File: src/hw/rtl/slot_table_allocator_top_assert.svh
// Assertion macros shared by the slot table allocator RTL.
// Each macro expects signals named clk and rst_n in the using scope.
`ifndef SLOT_TABLE_ALLOCATOR_TOP_ASSERT_SVH
`define SLOT_TABLE_ALLOCATOR_TOP_ASSERT_SVH

// Same-cycle implication, disabled while reset is asserted.
`define STA_ASSERT_IMPL(lbl, ante, cons, msg) \
  lbl: assert property (@(posedge clk) disable iff (!rst_n) (ante) |-> (cons)) \
    else $error(msg);

// Next-cycle implication, disabled while reset is asserted.
`define STA_ASSERT_NEXT(lbl, ante, cons, msg) \
  lbl: assert property (@(posedge clk) disable iff (!rst_n) (ante) |=> (cons)) \
    else $error(msg);

`endif

File: src/hw/rtl/sta_pkg.sv
// Package for the slot table allocator: field widths, command and status codes,
// and the result word type. No dependencies.
package sta_pkg;

  localparam int CMD_W    = 2;
  localparam int CID_W    = 8;
  localparam int SLOT_O_W = 3;
  localparam int STATUS_W = 2;

  // Command codes.
  localparam logic [CMD_W-1:0] CMD_ALLOC   = 2'd0;
  localparam logic [CMD_W-1:0] CMD_RELEASE = 2'd1;
  localparam logic [CMD_W-1:0] CMD_SWITCH  = 2'd2;

  // Status codes.
  localparam logic [STATUS_W-1:0] ST_DONE = 2'd0;
  localparam logic [STATUS_W-1:0] ST_SAME = 2'd1;
  localparam logic [STATUS_W-1:0] ST_FULL = 2'd2;
  localparam logic [STATUS_W-1:0] ST_MISS = 2'd3;

  typedef struct packed {
    logic [SLOT_O_W-1:0] slot_index;
    logic [STATUS_W-1:0] status;
  } res_t;

endpackage

File: src/hw/rtl/sta_if.sv
// Valid/ready channel interfaces for the command and result words.
// Depends on sta_pkg for the field widths.
interface sta_in_if import sta_pkg::*; ();
  logic             valid;
  logic             ready;
  logic [CMD_W-1:0] cmd;
  logic [CID_W-1:0] client_id;
  logic             client_ready;

  modport source (output valid, output cmd, output client_id, output client_ready,
                  input ready);
  modport sink   (input valid, input cmd, input client_id, input client_ready,
                  output ready);
endinterface

interface sta_out_if import sta_pkg::*; ();
  logic                valid;
  logic                ready;
  logic [SLOT_O_W-1:0] slot_index;
  logic [STATUS_W-1:0] status;

  modport source (output valid, output slot_index, output status, input ready);
  modport sink   (input valid, input slot_index, input status, output ready);
endinterface

File: src/hw/rtl/sta_ram.sv
// Generic simple dual-port RAM: one write port, one read port with registered data.
// No dependencies.
module sta_ram #(
  parameter int WIDTH = 8,
  parameter int DEPTH = 8
) (
  input  logic                     clk,
  input  logic                     wr_en,
  input  logic [$clog2(DEPTH)-1:0] wr_addr,
  input  logic [WIDTH-1:0]         wr_data,
  input  logic                     rd_en,
  input  logic [$clog2(DEPTH)-1:0] rd_addr,
  output logic [WIDTH-1:0]         rd_data
);

  logic [WIDTH-1:0] mem_r [DEPTH];
  logic [WIDTH-1:0] rd_data_r;

  // Write port.
  always_ff @(posedge clk) begin
    if (wr_en) begin
      mem_r[wr_addr] <= wr_data;
    end
  end

  // Registered read port.
  always_ff @(posedge clk) begin
    if (rd_en) begin
      rd_data_r <= mem_r[rd_addr];
    end
  end

  assign rd_data = rd_data_r;

endmodule

File: src/hw/rtl/sta_ctrl.sv
// Sequencer of the slot table allocator: valid bits, the slot scan counter and
// the shared id comparator. Depends on sta_pkg, sta_if and the assertion header.
`include "slot_table_allocator_top_assert.svh"

module sta_ctrl import sta_pkg::*; #(
  parameter int SLOTS   = 8,
  parameter int ID_BITS = 8
) (
  input  logic                     clk,
  input  logic                     rst_n,
  sta_in_if.sink                   in_ch,
  output logic                     res_valid,
  input  logic                     res_ready,
  output res_t                     res,
  output logic                     ram_we,
  output logic [$clog2(SLOTS)-1:0] ram_waddr,
  output logic [ID_BITS-1:0]       ram_wdata,
  output logic                     ram_re,
  output logic [$clog2(SLOTS)-1:0] ram_raddr,
  input  logic [ID_BITS-1:0]       ram_rdata
);

  localparam int IW = $clog2(SLOTS);
  localparam int CW = IW + 1;
  localparam logic [CW-1:0] SLOTS_C = CW'(SLOTS);

  localparam logic [1:0] S_IDLE = 2'd0;
  localparam logic [1:0] S_FIND = 2'd1;
  localparam logic [1:0] S_FREE = 2'd2;
  localparam logic [1:0] S_DONE = 2'd3;

  logic [1:0]         st_r, st_nxt;
  logic [CMD_W-1:0]   cmd_r, cmd_nxt;
  logic [ID_BITS-1:0] id_r, id_nxt;
  logic               rdy_r, rdy_nxt;
  logic [SLOTS-1:0]   valid_r, valid_nxt;
  logic [CW-1:0]      rd_idx_r, rd_idx_nxt;
  logic [IW-1:0]      cmp_idx_r, cmp_idx_nxt;
  logic               pend_r, pend_nxt;
  logic [CW-1:0]      scan_r, scan_nxt;
  logic               step2_r, step2_nxt;
  logic [IW-1:0]      src_r, src_nxt;
  res_t               res_r, res_nxt;

  logic hit;
  logic last;
  logic in_rng;
  logic free;

  // Shared comparator: checks the slot whose id came out of the memory this cycle.
  assign hit  = pend_r && valid_r[cmp_idx_r] && (ram_rdata == id_r);
  assign last = pend_r && (cmp_idx_r == IW'(SLOTS - 1));

  // Free-slot test at the scan counter.
  assign in_rng = (scan_r < SLOTS_C);
  assign free   = in_rng && !valid_r[scan_r[IW-1:0]];

  // Memory ports: reads walk the table during an id search, writes store a placed id.
  assign ram_re    = (st_r == S_FIND) && (rd_idx_r < SLOTS_C);
  assign ram_raddr = rd_idx_r[IW-1:0];
  assign ram_we    = (st_r == S_FREE) && free;
  assign ram_waddr = scan_r[IW-1:0];
  assign ram_wdata = id_r;

  assign in_ch.ready = (st_r == S_IDLE);
  assign res_valid   = (st_r == S_DONE);
  assign res         = res_r;

  // Sequencer.
  always_comb begin
    st_nxt      = st_r;
    cmd_nxt     = cmd_r;
    id_nxt      = id_r;
    rdy_nxt     = rdy_r;
    valid_nxt   = valid_r;
    rd_idx_nxt  = rd_idx_r;
    cmp_idx_nxt = cmp_idx_r;
    pend_nxt    = pend_r;
    scan_nxt    = scan_r;
    step2_nxt   = step2_r;
    src_nxt     = src_r;
    res_nxt     = res_r;
    case (st_r)
      S_IDLE: begin
        if (in_ch.valid) begin
          cmd_nxt    = in_ch.cmd;
          id_nxt     = ID_BITS'(in_ch.client_id);
          rdy_nxt    = in_ch.client_ready;
          rd_idx_nxt = '0;
          pend_nxt   = 1'b0;
          scan_nxt   = '0;
          step2_nxt  = 1'b0;
          case (in_ch.cmd) inside
            CMD_ALLOC: begin
              st_nxt = S_FREE;
            end
            CMD_RELEASE, CMD_SWITCH: begin
              st_nxt = S_FIND;
            end
            default: begin
              res_nxt = '{slot_index: '0, status: ST_SAME};
              st_nxt  = S_DONE;
            end
          endcase
        end
      end
      S_FIND: begin
        // Keep one read in flight ahead of the comparator.
        pend_nxt = ram_re;
        if (ram_re) begin
          cmp_idx_nxt = rd_idx_r[IW-1:0];
          rd_idx_nxt  = rd_idx_r + CW'(1);
        end
        if (hit) begin
          if (cmd_r == CMD_RELEASE) begin
            valid_nxt[cmp_idx_r] = 1'b0;
            res_nxt = '{slot_index: SLOT_O_W'(cmp_idx_r), status: ST_DONE};
            st_nxt  = S_DONE;
          end else if (rdy_r) begin
            res_nxt = '{slot_index: SLOT_O_W'(cmp_idx_r), status: ST_SAME};
            st_nxt  = S_DONE;
          end else begin
            // Look for a free slot on the other team, stepping by two.
            src_nxt   = cmp_idx_r;
            scan_nxt  = {{IW{1'b0}}, ~cmp_idx_r[0]};
            step2_nxt = 1'b1;
            st_nxt    = S_FREE;
          end
        end else if (last) begin
          res_nxt = '{slot_index: '0, status: ST_MISS};
          st_nxt  = S_DONE;
        end
      end
      S_FREE: begin
        if (!in_rng) begin
          if (cmd_r == CMD_ALLOC) begin
            res_nxt = '{slot_index: '0, status: ST_FULL};
          end else begin
            res_nxt = '{slot_index: SLOT_O_W'(src_r), status: ST_SAME};
          end
          st_nxt = S_DONE;
        end else if (free) begin
          valid_nxt[scan_r[IW-1:0]] = 1'b1;
          if (cmd_r == CMD_SWITCH) begin
            valid_nxt[src_r] = 1'b0;
          end
          res_nxt = '{slot_index: SLOT_O_W'(scan_r[IW-1:0]), status: ST_DONE};
          st_nxt  = S_DONE;
        end else begin
          scan_nxt = scan_r + (step2_r ? CW'(2) : CW'(1));
        end
      end
      S_DONE: begin
        if (res_ready) begin
          st_nxt = S_IDLE;
        end
      end
      default: begin
        st_nxt = S_IDLE;
      end
    endcase
  end

  // Control state with reset.
  always_ff @(posedge clk) begin
    if (!rst_n) begin
      st_r    <= S_IDLE;
      valid_r <= '0;
      pend_r  <= 1'b0;
    end else begin
      st_r    <= st_nxt;
      valid_r <= valid_nxt;
      pend_r  <= pend_nxt;
    end
  end

  // Working registers without reset.
  always_ff @(posedge clk) begin
    cmd_r     <= cmd_nxt;
    id_r      <= id_nxt;
    rdy_r     <= rdy_nxt;
    rd_idx_r  <= rd_idx_nxt;
    cmp_idx_r <= cmp_idx_nxt;
    scan_r    <= scan_nxt;
    step2_r   <= step2_nxt;
    src_r     <= src_nxt;
    res_r     <= res_nxt;
  end

  // A waiting result word holds until the output stage takes it.
  `STA_ASSERT_NEXT(a_res_hold, res_valid && !res_ready, res_valid && $stable(res_r), "result changed while stalled")
  // Slot occupancy changes only while a command is being worked.
  `STA_ASSERT_NEXT(a_valid_quiet, st_r == S_IDLE || st_r == S_DONE, $stable(valid_r), "valid bits changed while idle")
  // A team search never crosses to the other parity.
  `STA_ASSERT_NEXT(a_team_parity, st_r == S_FREE && step2_r, st_r != S_FREE || scan_r[0] == $past(scan_r[0]), "switch scan changed parity")
  // A full report means every slot is taken.
  `STA_ASSERT_IMPL(a_full_ok, st_r == S_DONE && res_r.status == ST_FULL, &valid_r, "full reported with a free slot")

endmodule

File: src/hw/rtl/slot_table_allocator_top.sv
// Slot table allocator top over sta_pkg, sta_if, sta_ram and sta_ctrl.
// An allocate scans for the lowest free slot; release and switch search the stored ids
// for the id, and a switch then scans the other team for a free slot. Each result word
// leaves through the output register. One command is worked at a time; the scans check one slot a cycle.
// Reset: synchronous; all valid bits clear, stored ids stay undefined.
module slot_table_allocator_top import sta_pkg::*; #(
  parameter int SLOTS   = 8,
  parameter int ID_BITS = 8
) (
  input  logic      clk,
  input  logic      rst_n,
  sta_in_if.sink    in_ch,
  sta_out_if.source out_ch
);

  localparam int IW = $clog2(SLOTS);

  logic               res_valid;
  logic               res_ready;
  res_t               res;
  logic               ram_we;
  logic [IW-1:0]      ram_waddr;
  logic [ID_BITS-1:0] ram_wdata;
  logic               ram_re;
  logic [IW-1:0]      ram_raddr;
  logic [ID_BITS-1:0] ram_rdata;

  logic out_valid_r, out_valid_nxt;
  res_t out_res_r;
  logic load;

  // Client id store.
  sta_ram #(
    .WIDTH(ID_BITS),
    .DEPTH(SLOTS)
  ) u_ids (
    .clk    (clk),
    .wr_en  (ram_we),
    .wr_addr(ram_waddr),
    .wr_data(ram_wdata),
    .rd_en  (ram_re),
    .rd_addr(ram_raddr),
    .rd_data(ram_rdata)
  );

  // Command sequencer.
  sta_ctrl #(
    .SLOTS  (SLOTS),
    .ID_BITS(ID_BITS)
  ) u_ctrl (
    .clk      (clk),
    .rst_n    (rst_n),
    .in_ch    (in_ch),
    .res_valid(res_valid),
    .res_ready(res_ready),
    .res      (res),
    .ram_we   (ram_we),
    .ram_waddr(ram_waddr),
    .ram_wdata(ram_wdata),
    .ram_re   (ram_re),
    .ram_raddr(ram_raddr),
    .ram_rdata(ram_rdata)
  );

  // Output register: takes a new word when empty or when the current one leaves.
  assign res_ready     = !out_valid_r || out_ch.ready;
  assign load          = res_valid && res_ready;
  assign out_valid_nxt = load ? 1'b1 : (out_ch.ready ? 1'b0 : out_valid_r);

  always_ff @(posedge clk) begin
    if (!rst_n) begin
      out_valid_r <= 1'b0;
    end else begin
      out_valid_r <= out_valid_nxt;
    end
  end

  always_ff @(posedge clk) begin
    if (load) begin
      out_res_r <= res;
    end
  end

  assign out_ch.valid      = out_valid_r;
  assign out_ch.slot_index = out_res_r.slot_index;
  assign out_ch.status     = out_res_r.status;

endmodule
File: src/flat_wrapper.sv
// flat-port wrapper written by rule: the top's interface ports become plain ports
module slot_table_allocator_top_flat import sta_pkg::*;
#(
  parameter int SLOTS   = 8,
  parameter int ID_BITS = 8
)
  (clk, rst_n, in_ch_valid, in_ch_cmd, in_ch_client_id, in_ch_client_ready, in_ch_ready, out_ch_valid, out_ch_slot_index, out_ch_status, out_ch_ready);
  sta_in_if in_ch_i ();
  sta_out_if out_ch_i ();
  input  logic clk;
  input  logic rst_n;
  input wire logic [$bits(in_ch_i.valid)-1:0] in_ch_valid;
  input wire logic [$bits(in_ch_i.cmd)-1:0] in_ch_cmd;
  input wire logic [$bits(in_ch_i.client_id)-1:0] in_ch_client_id;
  input wire logic [$bits(in_ch_i.client_ready)-1:0] in_ch_client_ready;
  output wire logic [$bits(in_ch_i.ready)-1:0] in_ch_ready;
  output wire logic [$bits(out_ch_i.valid)-1:0] out_ch_valid;
  output wire logic [$bits(out_ch_i.slot_index)-1:0] out_ch_slot_index;
  output wire logic [$bits(out_ch_i.status)-1:0] out_ch_status;
  input wire logic [$bits(out_ch_i.ready)-1:0] out_ch_ready;
  assign in_ch_i.valid = in_ch_valid;
  assign in_ch_i.cmd = in_ch_cmd;
  assign in_ch_i.client_id = in_ch_client_id;
  assign in_ch_i.client_ready = in_ch_client_ready;
  assign in_ch_ready = in_ch_i.ready;
  assign out_ch_valid = out_ch_i.valid;
  assign out_ch_slot_index = out_ch_i.slot_index;
  assign out_ch_status = out_ch_i.status;
  assign out_ch_i.ready = out_ch_ready;
  slot_table_allocator_top #(.SLOTS(SLOTS), .ID_BITS(ID_BITS)) u_core (.clk(clk), .rst_n(rst_n), .in_ch(in_ch_i), .out_ch(out_ch_i));
endmodule
File: config.mk
export PLATFORM = sky130hd
export DESIGN_NAME = slot_table_allocator_top_flat
export DESIGN_NICKNAME = d
export VERILOG_FILES = /design/src/hw/rtl/sta_pkg.sv /design/src/hw/rtl/sta_if.sv /design/src/hw/rtl/sta_ram.sv /design/src/hw/rtl/sta_ctrl.sv /design/src/hw/rtl/slot_table_allocator_top.sv /design/src/flat_wrapper.sv
export VERILOG_INCLUDE_DIRS = /design/src /design/src/hw/rtl
export SDC_FILE = /design/constraint.sdc
export NUM_CORES = 1
export LEC_CHECK = 0
export BUFFER_PORTS_ARGS = -buffer_cell sky130_fd_sc_hd__buf_2
export CAP_MARGIN = 5
export CORE_UTILIZATION = 30
export CTS_BUF_LIST = sky130_fd_sc_hd__clkbuf_4
export DETAILED_ROUTE_END_ITERATION = 7
export PLACE_DENSITY = 0.47
export SYNTH_ARGS = -nofsm -noshare
export SYNTH_HDL_FRONTEND = slang
export SYNTH_HIERARCHICAL = 1
export SYNTH_SLANG_ARGS = --single-unit
export TNS_END_PERCENT = 30
File: constraint.sdc
create_clock -name clk -period 3.85 [get_ports clk]
set_input_delay 0.385 -clock clk [delete_from_list [all_inputs] [get_ports clk]]
set_output_delay 0.385 -clock clk [all_outputs]
set_load 0.02 [all_outputs]
=== Word level (Yosys, flattened, before mapping) ===
Memory sizes are Yosys's and may differ from the RTL's. A register that Yosys moved wholly into a read port is not among the register bits.
Index checks and enable logic that the tools add are counted.

* Register bits: 48
* Bits in writable memories: 64
* Input bits: 15
* Output and inout port bits: 7
* Word-level logic and storage cells: 148
* Memories: 1

* Add/subtract/negate cells: 2
* Order comparisons: 8
* Equal/unequal tests: 24
* Muxes and demuxes: 58
* Bitwise logic cells: 8
* Reduce and logical (&&, ||, !) cells: 31

{| class="wikitable"
|+ Memories
! memory !! depth !! bits a word !! read ports !! clocked after memory_dff !! write ports !! line !! text
|-
| u_core.u_ids.mem_r || 8 || 8 || 1 || 1 || 1 || sta_ram.sv:16 || <nowiki>logic [WIDTH-1:0] mem_r [DEPTH];</nowiki>
|}

{| class="wikitable"
|+ Operator list
! kind !! count
|-
| two-way mux 5 bit || 10
|-
| two-way mux 8 bit || 5
|-
| two-way mux 4 bit || 7
|-
| != test 2 bit (second input constant) || 10
|-
| two-way mux 2 bit || 9
|-
| AND 8 bit || 2
|-
| NOT 8 bit || 2
|-
| case mux 8 bit (2 select lines) || 1
|-
| two-way mux 1 bit || 15
|-
| case mux 5 bit (3 select lines) || 1
|-
| AND reduction 7 bit || 2
|-
| < comparator 3 x 4 -> 1 bit (second input constant) || 3
|-
| case mux 4 bit (3 select lines) || 1
|-
| logical AND 1 bit || 10
|-
| AND reduction 5 bit || 2
|-
| demux 1 bit (select 3 bit) || 3
|-
| greater-or-equal comparator 3 x 1 -> 1 bit (second input constant) || 3
|-
| == test 2 bit (second input constant) || 4
|-
| == test 8 bit || 1
|-
| < comparator 4 bit (second input constant) || 2
|-
| OR 8 bit || 1
|-
| case mux 2 bit (4 select lines) || 1
|-
| case mux 4 bit (2 select lines) || 1
|-
| AND reduction 4 bit || 2
|-
| other kinds (18) || 33
|}

=== Logic depth before layout (Yosys ltp) ===
Gate-level depths: netlist of run 1.

* Depth in word-level cells: 10
* Depth in mapped cells: 8
* Mapped depth without buffers: 8

=== Hierarchy ===
The synthesis of run 1 kept the hierarchy.

{| class="wikitable"
|+ Modules (own cells, without submodules)
! module !! instances !! cells each !! area an instance (µm²) !! seq. area each (µm²)
|-
| sta_ram || 1 || 114 || 2771.4 || 2162.1
|-
| sta_ctrl || 1 || 241 || 2464.9 || 1151.1
|-
| slot_table_allocator_top || 1 || 10 || 207.7 || 170.2
|}

=== Worst setup path after synthesis of run 1 ===
No wires, ideal clock.

* Path type: register to register
* From: register u_core.u_ctrl.cmp_idx_r[1]
* To: register u_core.u_ctrl.res_r (netlist bit u_core/u_ctrl/res[0]), enable pin
* Library setup time: 0.398 ns
* Arrival time: 2.659 ns
* Data required time: 3.452 ns
* Slack: 0.793 ns
* Cell stages (with the launch flop): 6
* Buffers on the path: 0
* Period minus slack after synthesis: 3.057 ns
* Cells stage by stage: edfxtp_1 mux4_2 a211o_1 nand2_1 mux2_2 a2111oi_0

* Cells in the longest elaborated chain, start to end: 6
* Elaborated cells between the ends (all ways): 9
* Classes of those cells: eq/ne (3); mux (2); reduce/logical (4)

{| class="wikitable"
|+ RTL lines
! item !! line !! text
|-
| from (decl) || sta_ctrl.sv:38 || <nowiki>logic [IW-1:0] cmp_idx_r, cmp_idx_nxt;</nowiki>
|-
| from (signal assigned) || sta_ctrl.sv:183 || <nowiki>cmp_idx_r <= cmp_idx_nxt;</nowiki>
|-
| binary-select mux 1 bit (select 3 bit) || sta_ctrl.sv:51 || <nowiki>assign hit = pend_r && valid_r[cmp_idx_r] && (ram_rdata == id_r);</nowiki>
|-
| two-way mux 1 bit (not written as such) || sta_ctrl.sv:51 ||
|-
| logical AND 1 bit (2 in a row) || sta_ctrl.sv:51 ||
|-
| != test 4 x 3 -> 1 bit (no line) / != test 3 bit (equally long branches) || n/a ||
|-
| AND reduction 7 bit (no line) * || n/a ||
|-
| to (signal assigned) || sta_ctrl.sv:187 || <nowiki>res_r <= res_nxt;</nowiki>
|-
| to (decl) || sta_ctrl.sv:43 || <nowiki>res_t res_r, res_nxt;</nowiki>
|}

Every way passes the cells marked *; elsewhere a longest branch is shown, timed or not. The select of a mux whose other input is x is not followed.
A chain may end at the register's enable or synchronous reset.

=== Final worst setup path of run 1 ===
* From: register u_core.u_ctrl.cmp_idx_r[1]
* To: register u_core.u_ctrl.res_r (netlist bit u_core/u_ctrl/res[1]), enable pin

Same word-level chain as after synthesis.

==> results of run 1 <==
## power by group through the flow
stage | registers [uW] | logic [uW] | clock network [uW]
CTS | 2080 | 1090 | 1030
global route | 2130 | 1210 | 1090
floorplan | 1890 | 1000 | 0
detailed placement | 2110 | 1080 | 0
finish | 2070 | 1090 | 1000
global placement | 2110 | 1070 | 0
## critical path: stages (launching register included)
cell and delay (ns):
edfxtp_1 0.60, mux4_2 0.55, a211o_1 0.39, nand2_1 0.14
mux2_2 0.35, a2111oi_0 0.43, buf_4 0.22
## kinds of logic after synthesis
family | after synthesis | share of synthesized area
compound gates | 55 | 0.07493
xor+xnor | 12 | 0.01931
fa+ha+maj | 9 | 0.02206
buf+inv | 39 | 0.03746
flops | 120 | 0.6399
mux | 34 | 0.1145
simple gates | 96 | 0.09194
## cell usage in the layout, fill, tap and decap left out, types with 5 or more instances in the layout
master	count
a21oi_1	19
ha_1	8
buf_4	5
nor2b_1	8
dlygate4sd3_1	11
nor3_1	6
nand2b_1	5
clkbuf_4	17
o22ai_1	5
xnor2_1	11
nor2_1	22
and3_1	5
edfxtp_1	108
o221a_1	7
buf_2	21
mux4_1	15
inv_1	15
nand3_1	7
nand2_1	21
dfxtp_1	12
mux2_2	11
mux2i_1	6
## through the flow
stage	hold WS (ns)	power, uW	std cells	util
2_1_floorplan	0.4003	2893	365	-
3_3_place_gp	0.4030	3178	592	0.3262
3_5_place_dp	0.4129	3185	592	0.3262
4_1_cts	0.0008464	4210	633	0.3500
5_1_grt	0.1051	4423	636	0.3512
6_report	0.1612	4167	636	0.3512
## per-layer routing
metal	part of all wire	track usage
met2	0.46	0.2073
met1	0.50	0.1831
met3	0.031	0.04037
met4	0.012	0.05494
met5	0	0
## worst paths after layout
check                                                           from                               endpoint  slack [ns]
worst max-delay path            u_core/u_ctrl/cmp_idx_r[1]$_DFFE_PP_         u_core/u_ctrl/res[1]$_DFFE_PP_        0.90
worst min-delay path                                    out_ch_ready       u_core/out_ch.valid$_SDFFE_PN0P_        0.16
worst max register to register  u_core/u_ctrl/cmp_idx_r[1]$_DFFE_PP_         u_core/u_ctrl/res[1]$_DFFE_PP_        0.90
worst min register to register        u_core/u_ctrl/res[4]$_DFFE_PP_  u_core/out_ch.slot_index[2]$_DFFE_PP_        0.43
## sequential cells by signal, indices dropped and copies added (netlist names), 2 cells and up
| register | cells |
|---|---|
| u_core/out_ch.status | 2 |
| u_core/u_ctrl/cmd_r | 2 |
| u_core/u_ctrl/ram_wdata | 8 |
| u_core/u_ctrl/st_r | 2 |
| u_core/u_ctrl/scan_r | 4 |
| u_core/out_ch.slot_index | 3 |
| u_core/u_ids/mem_r | 64 |
| u_core/u_ctrl/cmp_idx_r | 3 |
| u_core/u_ctrl/valid_r | 8 |
| u_core/u_ids/rd_data | 8 |
| u_core/u_ctrl/rd_idx_r | 4 |
| u_core/u_ctrl/res | 5 |
| u_core/u_ctrl/src_r | 3 |
## what timing repair did
action / in CTS / in global routing
setup endpoints to repair: 0 / 0
hold buffers: 9 / 2
endpoints found under the hold margin: 9 / 2
buffers inserted: 0 / 0
## final cells by class
| class | instances | area share |
|---|---|---|
| well taps | 225 | 0.04570 |
| multi-input cells | 206 | 0.2852 |
| clock buffers | 17 | 0.02072 |
| inverters | 15 | 0.009141 |
| flip-flops and latches | 120 | 0.5655 |
| repair buffers | 37 | 0.04103 |
| clock inverters | 15 | 0.03230 |
| diodes | 1 | 0.0004063 |
==> run_results.csv, run 1 <==
group,metric,value,unit
setup_path,crit_fanout,12,
finish,drive_above_1_share,0.1854,
synth,synth_top_flop_cell,"edfxtp_1",
clock_tree,cts_buffer_depth,2,
pwr,p_leak,0.002068,uW
sta,finalHoldViolCount,0,
worst_hold_path,hold_class,"input port to register",
sta,setup_viol,0,
finish,fin_area,6160,um2
synth,synth_area_per_cell,14.91,um2
sta,setup_tns,0,ns
finish,fillCellCount,1731,
pwr,combPwrFrac,0.262,
detailed_routing,wl_per_cell,18.04,um
sta,min_period,2.953,ns
sta,fmax,0.3386,GHz
synth,netlist_top_cells_area,"edfxtp_1 60%, mux4_1 7.2%, dfxtp_1 4.4%, mux2_2 2.3%, ha_1 1.8%",
floorplan,rows,48,
synth,synth.most_common_cell,"edfxtp_1",
clock_tree,htreeDepth,4,
clock_tree,clk_latency,0.52,ns
synth,yosys_warnings,6,
detailed_routing,vias,3109,
detailed_routing,initialDrtViolationCount,279,
clock_tree,clock-sinks,120,
synth,ys_ff_latch,120,
pwr,max-vdd-ir-drop,0.3291,mV
finish,seq_area,3483,um2
finish,multiInputGateArea,1757,um2
sta,drv_slew,0,
synth,synthDistinctLibCells,55,
setup_path,worst_r2r_path_depth,6,
clock_tree,clk_pin_slew_worst_paths,0.10,ns
pwr,p_int,2778,uW
clock_tree,ctsResizeCount,0,
placement,dp_slack,0.9454,ns
floorplan,start_util,0.3104,
global_routing,overflow,0,
clock_tree,cts-root-buf,"clkbuf_4",
global_routing,grt_max_degree,22,
setup_path,critPathKind,"register to register",
detailed_routing,drc,0,
placement,port_buffers,21,
floorplan,die_h,136.7,um
sta,min_period_over_period,0.7671,
worst_hold_path,hold_depth,3,
sta,setup_ws,0.8968,ns
placement,place_congestion,0.7698,
run,drv_cap,0,
finish,fin_nets,421,
synth,syn-cell-area,5444,um2
synth,synth_edf_count,108,
synth,synth_nets,389,
synth,synth.top_cell.area_share,0.5957,
pwr,powerDensity,676.6,nW/um2
floorplan,ioPinCount,22,
clock_tree,cts_buffers,17,
synth,synthCells,365,
placement,placed_area,5720,um2
floorplan,dieArea,18690,um2
sta,tightest_slew,0.9794,ns
detailed_routing,drtAntennaViolNets,0,
pwr,p_clk_frac,0.240,
floorplan,die_x,136.7,um
setup_path,cp-end-kind,"register",
detailed_routing,wirelength,11.48,mm
synth,yosys.area.top_type,"edfxtp_1",
pwr,p_switching,1390,uW
sta,grt_setup_unrepaired,"false",
global_routing,grt_pass1_vias,3244,
pwr,seqPwrFrac,0.498,
global_routing,antenna_found_initial,1,
setup_path,cp.arrival,3.19,ns
sta,skew,0.01510,ns
setup_path,critPathRequiredTime,4.09,ns
synth,synth_common_cells,"108 x edfxtp_1, 22 x nor2_1, 21 x nand2_1",
global_routing,grt_usage,0.1369,
global_routing,grt_pass1_wl,18.14,mm
sta,max-slew-margin-rel,0.3470,
setup_path,startpoint_type,"register",
placement,place.detailed.hpwl,7.755,mm
clock_tree,cts_tree,"built",
synth,synth-async-reset-ratio,0,
run_status,status,"complete, no violations",
detailed_routing,vias_per_cell,4.888,
synth,seq_area_frac_synth,0.6399,
pwr,swShare,0.3335,
finish,area_growth_syn_to_layout,13.15,%
floorplan,core_area,17540,um2
detailed_routing,first_pass_iters,5,
(Power assumes the default switching activity.)
==> run 2: changes to the inputs <==
PLACE_DENSITY = 0.48   (was 0.47)
clock period = 2.43 ns   (was 3.85 ns; I/O delays follow)
==> run 2 against run 1 <==
  * Cell count up 6.9%
  * Wire length up 6.9%
  * Cell area up 5.5%
  * Critical endpoint is now u_core/u_ctrl/res[2]$_DFFE_PP_
  * Sequential cell count unchanged
  * Sequential share of layout area down 3.0 points
  * Fmax up 27%
  * Sequential power up 44%
  * Combinational power up 110%
  * Non-clock buffer count up 44
  * Critical path type unchanged
  * Worst setup slack worse by 0.79 ns
  * Register-to-register slack worse by 0.79 ns
==> run_results.csv, run 2 (synthesis gave the netlist of run 1 again) <==
group,metric,value,unit
run_status,status,"complete, no violations",
finish,fin_area,6499,um2
floorplan,start_util,0.3104,
global_routing,met2_usage,0.2239,
detailed_routing,vias_per_cell,4.809,
floorplan,die_x,136.7,um
pwr,combPwrFrac,0.344,
finish,largest_reg_flops,64,
setup_path,critPathRequiredTime,2.68,ns
pwr,swShare,0.3313,
sta,drv_slew,0,
finish,final_common_cell,"edfxtp_1",
setup_path,cp.arrival,2.58,ns
placement,place_congestion,0.7865,
pwr,seqPwrFrac,0.438,
global_routing,use_met3,0.03519,
global_routing,grt_max_degree,21,
setup_path,r2r_start,"u_core/u_ctrl/cmp_idx_r[1]$_DFFE_PP_",
finish,area_growth_syn_to_layout,19.37,%
clock_tree,cts_tree,"built",
sta,min_period,2.326,ns
worst_hold_path,worstHoldStart,"in_ch_valid",
detailed_routing,vias,3270,
sta,fmax,0.4299,GHz
setup_path,critPathKind,"register to register",
clock_tree,clk_latency,0.53,ns
finish,top_register,"u_core/u_ids/mem_r",
detailed_routing,initialDrtViolationCount,265,
floorplan,die_h,136.7,um
global_routing,overflow,0,
detailed_routing,drc,0,
setup_path,cp-end-kind,"register",
run,drv_cap,0,
detailed_routing,wl_per_cell,18.04,um
detailed_routing,first_pass_iters,4,
clock_tree,clk_pin_slew_worst_paths,0.10,ns
sta,finalHoldViolCount,0,
global_routing,grt_pass1_vias,3408,
pwr,p_switching,2252,uW
floorplan,rows,48,
finish,drive_above_1_share,0.2709,
global_routing,grt.busiest_layer,"met2",
clock_tree,cts_buffers,17,
pwr,max-vdd-ir-drop,0.3240,mV
sta,min_period_over_period,0.9572,
detailed_routing,drtAntennaViolNets,0,
sta,grt_setup_unrepaired,"false",
sta,setup_viol,0,
setup_path,critPathLaunch,"u_core/u_ctrl/cmp_idx_r[1]$_DFFE_PP_",
global_routing,use_met1,0.1917,
pwr,p_leak,0.002310,uW
pwr,powerDensity,1046,nW/um2
sta,skew,0.01719,ns
floorplan,dieArea,18690,um2
clock_tree,cts_buffer_depth,2,
setup_path,crit_fanout,5,
sta,max-slew-margin-rel,0.6446,
worst_hold_path,hold_class,"input port to register",
sta,tightest_slew,0.5319,ns
pwr,p_clk_frac,0.218,
floorplan,core_area,17540,um2
worst_hold_path,hold_depth,2,
clock_tree,htreeDepth,4,
global_routing,grt_pass1_wl,19.25,mm
clock_tree,cts-root-buf,"clkbuf_4",
global_routing,grt_usage,0.1448,
placement,place.detailed.hpwl,8.279,mm
detailed_routing,wirelength,12.27,mm
sta,whs,0.1304,ns
global_routing,antenna_found_initial,1,
floorplan,ioPinCount,22,
clock_tree,clock-sinks,120,
finish,fin_nets,465,
setup_path,worst_r2r_path_depth,6,
finish,fin_util,0.3706,
setup_path,startpoint_type,"register",
placement,placed_area,6030,um2
placement,port_buffers,21,
finish,final_cell_mix,"108 x edfxtp_1, 48 x buf_4, 22 x nor2_1, 21 x buf_2, 20 x nand2_1",
pwr,p_int,4544,uW
-- run 2: cell count changes in the layout (fill, tap and decap cells not counted), sizes merged --
cell         delta
dlygate4sd3     +1
bufinv          -1
buf            +43
inv             -1
clkbuf          +2
-- run 2: stage by stage --
step	std cells	setup slack [ns]	total power (uW)	setup TNS [ns]
floorplan	365	-0.008940	4615	-0.07152
global placement	630	0.02486	5266	0
detailed placement	630	0.009574	5284	0
CTS	676	0.01119	6819	0
global route	680	0.01922	7194	0
finish	680	0.1039	6796	0
-- run 2: path summary, 6_finish.rpt --
check                                           to  slack, ns
max                 u_core/u_ctrl/res[2]$_DFFE_PP_       0.10
min               u_core/u_ctrl/cmd_r[1]$_DFFE_PP_       0.13
max reg2reg         u_core/u_ctrl/res[2]$_DFFE_PP_       0.10
min reg2reg  u_core/out_ch.slot_index[1]$_DFFE_PP_       0.44
-- run 2: area by class of cell --
class / instances / area, um2
inverter: 15 / 56.30
fill: 1688 / 11040
multi-input combinational: 206 / 1793
timing repair buffer: 81 / 585.6
clock inverter: 13 / 153.9
antenna: 1 / 2.502
tap: 225 / 281.5
sequential: 120 / 3483
clock buffer: 19 / 142.6
-- run 2: critical path, stage by stage, from the launching register on --
cell,delay [ns]
edfxtp_1,0.38
mux4_2,0.50
a211o_1,0.31
nand2_2,0.08
mux2_4,0.31
a2111oi_4,0.28
buf_4,0.19
-- run 2: timing repair --
item | CTS | global route
hold endpoints to repair | 12 | 0
pin swaps | 2 | 3
buffers inserted | 2 | 3
hold buffers | 12 | 0
setup endpoints to repair | 5 | 53
gates resized for setup | 2 | 1
-- run 2: per-layer routing --
metal  wire [um]  vias to the layer above
met4         250                        0
met5           0                        -
met1        5893                     1621
met3         407                       19
li1            -                     1572
met2        5718                       58
-- run 2: power groups by stage --
stage	clock network (uW)	logic [uW]	registers, uW
after CTS	1530	2310	2980
after detailed placement	0	2250	3030
after global placement	0	2240	3020
final	1480	2340	2980
after floorplan	0	1620	2990
after global routing	1620	2560	3020
==> run 3: changes to the inputs <==
GPL_TIMING_DRIVEN = 0   (was not set)
==> run 3 against run 2 <==
  * The run now ends with setup timing left
  * Fmax shrank 7.0%
  * Sequential share of layout area shrank 0.82 points
  * Via count grew 3.6%
  * Critical path type unchanged
  * Worst setup slack got worse by 0.18 ns
  * Sequential cell count unchanged
  * Worst hold slack worse by 0.065 ns
  * Die area stayed put
  * First-iteration DRC count down 22%
==> run_results.csv, run 3 (synthesis gave the netlist of run 1 again) <==
group,metric,value,unit
clock_tree,cts-root-buf,"clkbuf_4",
sta,min_period_over_period,1.029,
pwr,max-vdd-ir-drop,0.3931,mV
sta,setup_ws,-0.07114,ns
placement,place.detailed.hpwl,8.121,mm
setup_path,critPathRequiredTime,2.69,ns
setup_path,crit_fanout,5,
detailed_routing,wl_per_cell,18.31,um
finish,top_register,"u_core/u_ids/mem_r",
setup_path,cp_cell_sequence,"mux4_2, a211o_4, nand2_4, mux2_4, a2111oi_4, buf_4",
clock_tree,clock-sinks,120,
floorplan,core_area,17540,um2
pwr,total_power,6945,uW
detailed_routing,vias,3387,
finish,fin_util,0.3764,
floorplan,die_h,136.7,um
global_routing,grt_max_degree,17,
pwr,p_leak,0.002314,uW
detailed_routing,first_pass_iters,4,
placement,port_buffers,21,
finish,fin_cells,681,
detailed_routing,drtAntennaViolNets,0,
floorplan,dieArea,18690,um2
detailed_routing,initialDrtViolationCount,206,
sta,tightest_slew,0.8626,ns
finish,final_cell_mix,"108 x edfxtp_1, 33 x buf_4, 23 x buf_2, 20 x clkbuf_4, 19 x nand2_1",
floorplan,ioPinCount,22,
finish,final_common_cell,"edfxtp_1",
finish,fillCellCount,1678,
clock_tree,clk_pin_slew_worst_paths,0.11,ns
pwr,powerDensity,1052,nW/um2
sta,skew,0.01832,ns
sta,finalHoldViolCount,0,
detailed_routing,vias_per_cell,4.974,
sta,drv_slew,0,
detailed_routing,drc,0,
sta,grt_setup_unrepaired,"true",
finish,area_growth_syn_to_layout,21.24,%
setup_path,cp_top_family,"multiplexers",
placement,place_congestion,0.9118,
clock_tree,clk_latency,0.53,ns
clock_tree,cts_buffers,17,
sta,fmax,0.3998,GHz
setup_path,cp_slowest_cell,"mux4_2",
setup_path,cp-end-kind,"register",
finish,drive_above_1_share,0.2791,
finish,fin_nets,467,
worst_hold_path,hold_class,"input port to register",
floorplan,start_util,0.3104,
sta,setup_tns,-0.3383,ns
global_routing,grt_pass1_vias,3430,
clock_tree,cts_buffer_depth,2,
setup_path,worstPathBufferInverterCount,1,
global_routing,grt_usage,0.1447,
run_status,status,"finished with violations",
global_routing,overflow,0,
sta,min_period,2.501,ns
detailed_routing,wirelength,12.47,mm
finish,largest_reg_flops,64,
setup_path,cp.arrival,2.76,ns
floorplan,rows,48,
clock_tree,cts_tree,"built",
placement,dp_slack,-0.6576,ns
clock_tree,htreeDepth,4,
run,drv_cap,0,
setup_path,critPathKind,"register to register",
setup_path,startpoint_type,"register",
global_routing,antenna_found_initial,1,
floorplan,die_x,136.7,um
setup_path,cpPeakStageDelay,0.56,ns
placement,dp_cells,612,
sta,setup_viol,5,
run_status,failed_checks,"setup timing",
global_routing,grt_pass1_wl,19.19,mm
sta,max-slew-margin-rel,0.4250,
## run 3: cell types whose count changed in the layout (fill, tap and decap cells not counted), moves of 2 or more
cell,previous run,this run
clkinv_2,3,1
buf_4,48,33
nor3_4,1,3
nor2_1,22,15
nor2_4,0,6
buf_6,0,2
buf_12,0,2
nand2_4,0,2
buf_2,21,23
clkbuf_1,0,9
## run 3: routing by layer
metal  vias up  track usage  wire length [um]
met1      1705       0.1892              5771
met4         0      0.05926               215
li1       1575            -                 -
met5         -            0                 0
met3        17      0.03593               484
met2        90       0.2290              5998
## run 3: final cells by class
type / instances / area (um2) / share of cell area
multi-input cells: 206 / 1892 / 0.2866
plain buffers: 23 / 150.1 / 0.02275
well taps: 225 / 281.5 / 0.04265
inverters: 15 / 56.30 / 0.008531
clock buffers: 19 / 142.6 / 0.02161
diodes: 1 / 2.502 / 0.0003791
repair buffers: 60 / 440.4 / 0.06673
clock inverters: 12 / 151.4 / 0.02294
flip-flops and latches: 120 / 3483 / 0.5278
## run 3: where the power goes
| group | switching, uW | internal [uW] | leakage, uW | total, uW |
|---|---|---|---|---|
| registers | 256 | 2760 | 0.00109 | 3010 |
| logic | 1340 | 1100 | 0.00107 | 2440 |
| clock network | 764 | 729 | 0.000150 | 1490 |
| total | 2360 | 4580 | 0.00231 | 6950 |
## run 3: what timing repair did
| action | CTS | global route |
|---|---|---|
| buffers inserted | 15 | 11 |
| setup endpoints to repair | 82 | 69 |
| resized for setup | 24 | 6 |
| hold buffers | 12 | 0 |
| hold endpoints to repair | 12 | 0 |
| pin swaps | 9 | 6 |
## run 3: through the flow
stage	cell area (um2)	hold WS, ns
after floorplan	5468	0.3419
after global placement	5854	0.4068
after detailed placement	5862	0.4117
after CTS	6496	0.02253
after global routing	6600	0.01485
final	6600	0.06528
## run 3: path summary, 6_finish.rpt
check	startpoint	end	slack, ns	cells past startpoint
max reg2reg	u_core/u_ctrl/cmp_idx_r[1]$_DFFE_PP_	u_core/u_ctrl/res[1]$_DFFE_PP_	-0.07	6
max	u_core/u_ctrl/cmp_idx_r[1]$_DFFE_PP_	u_core/u_ctrl/res[1]$_DFFE_PP_	-0.07	6
min	rst_n	u_core/out_ch.valid$_SDFFE_PN0P_	0.07	2
min reg2reg	u_core/u_ctrl/res[2]$_DFFE_PP_	u_core/out_ch.slot_index[0]$_DFFE_PP_	0.44	0
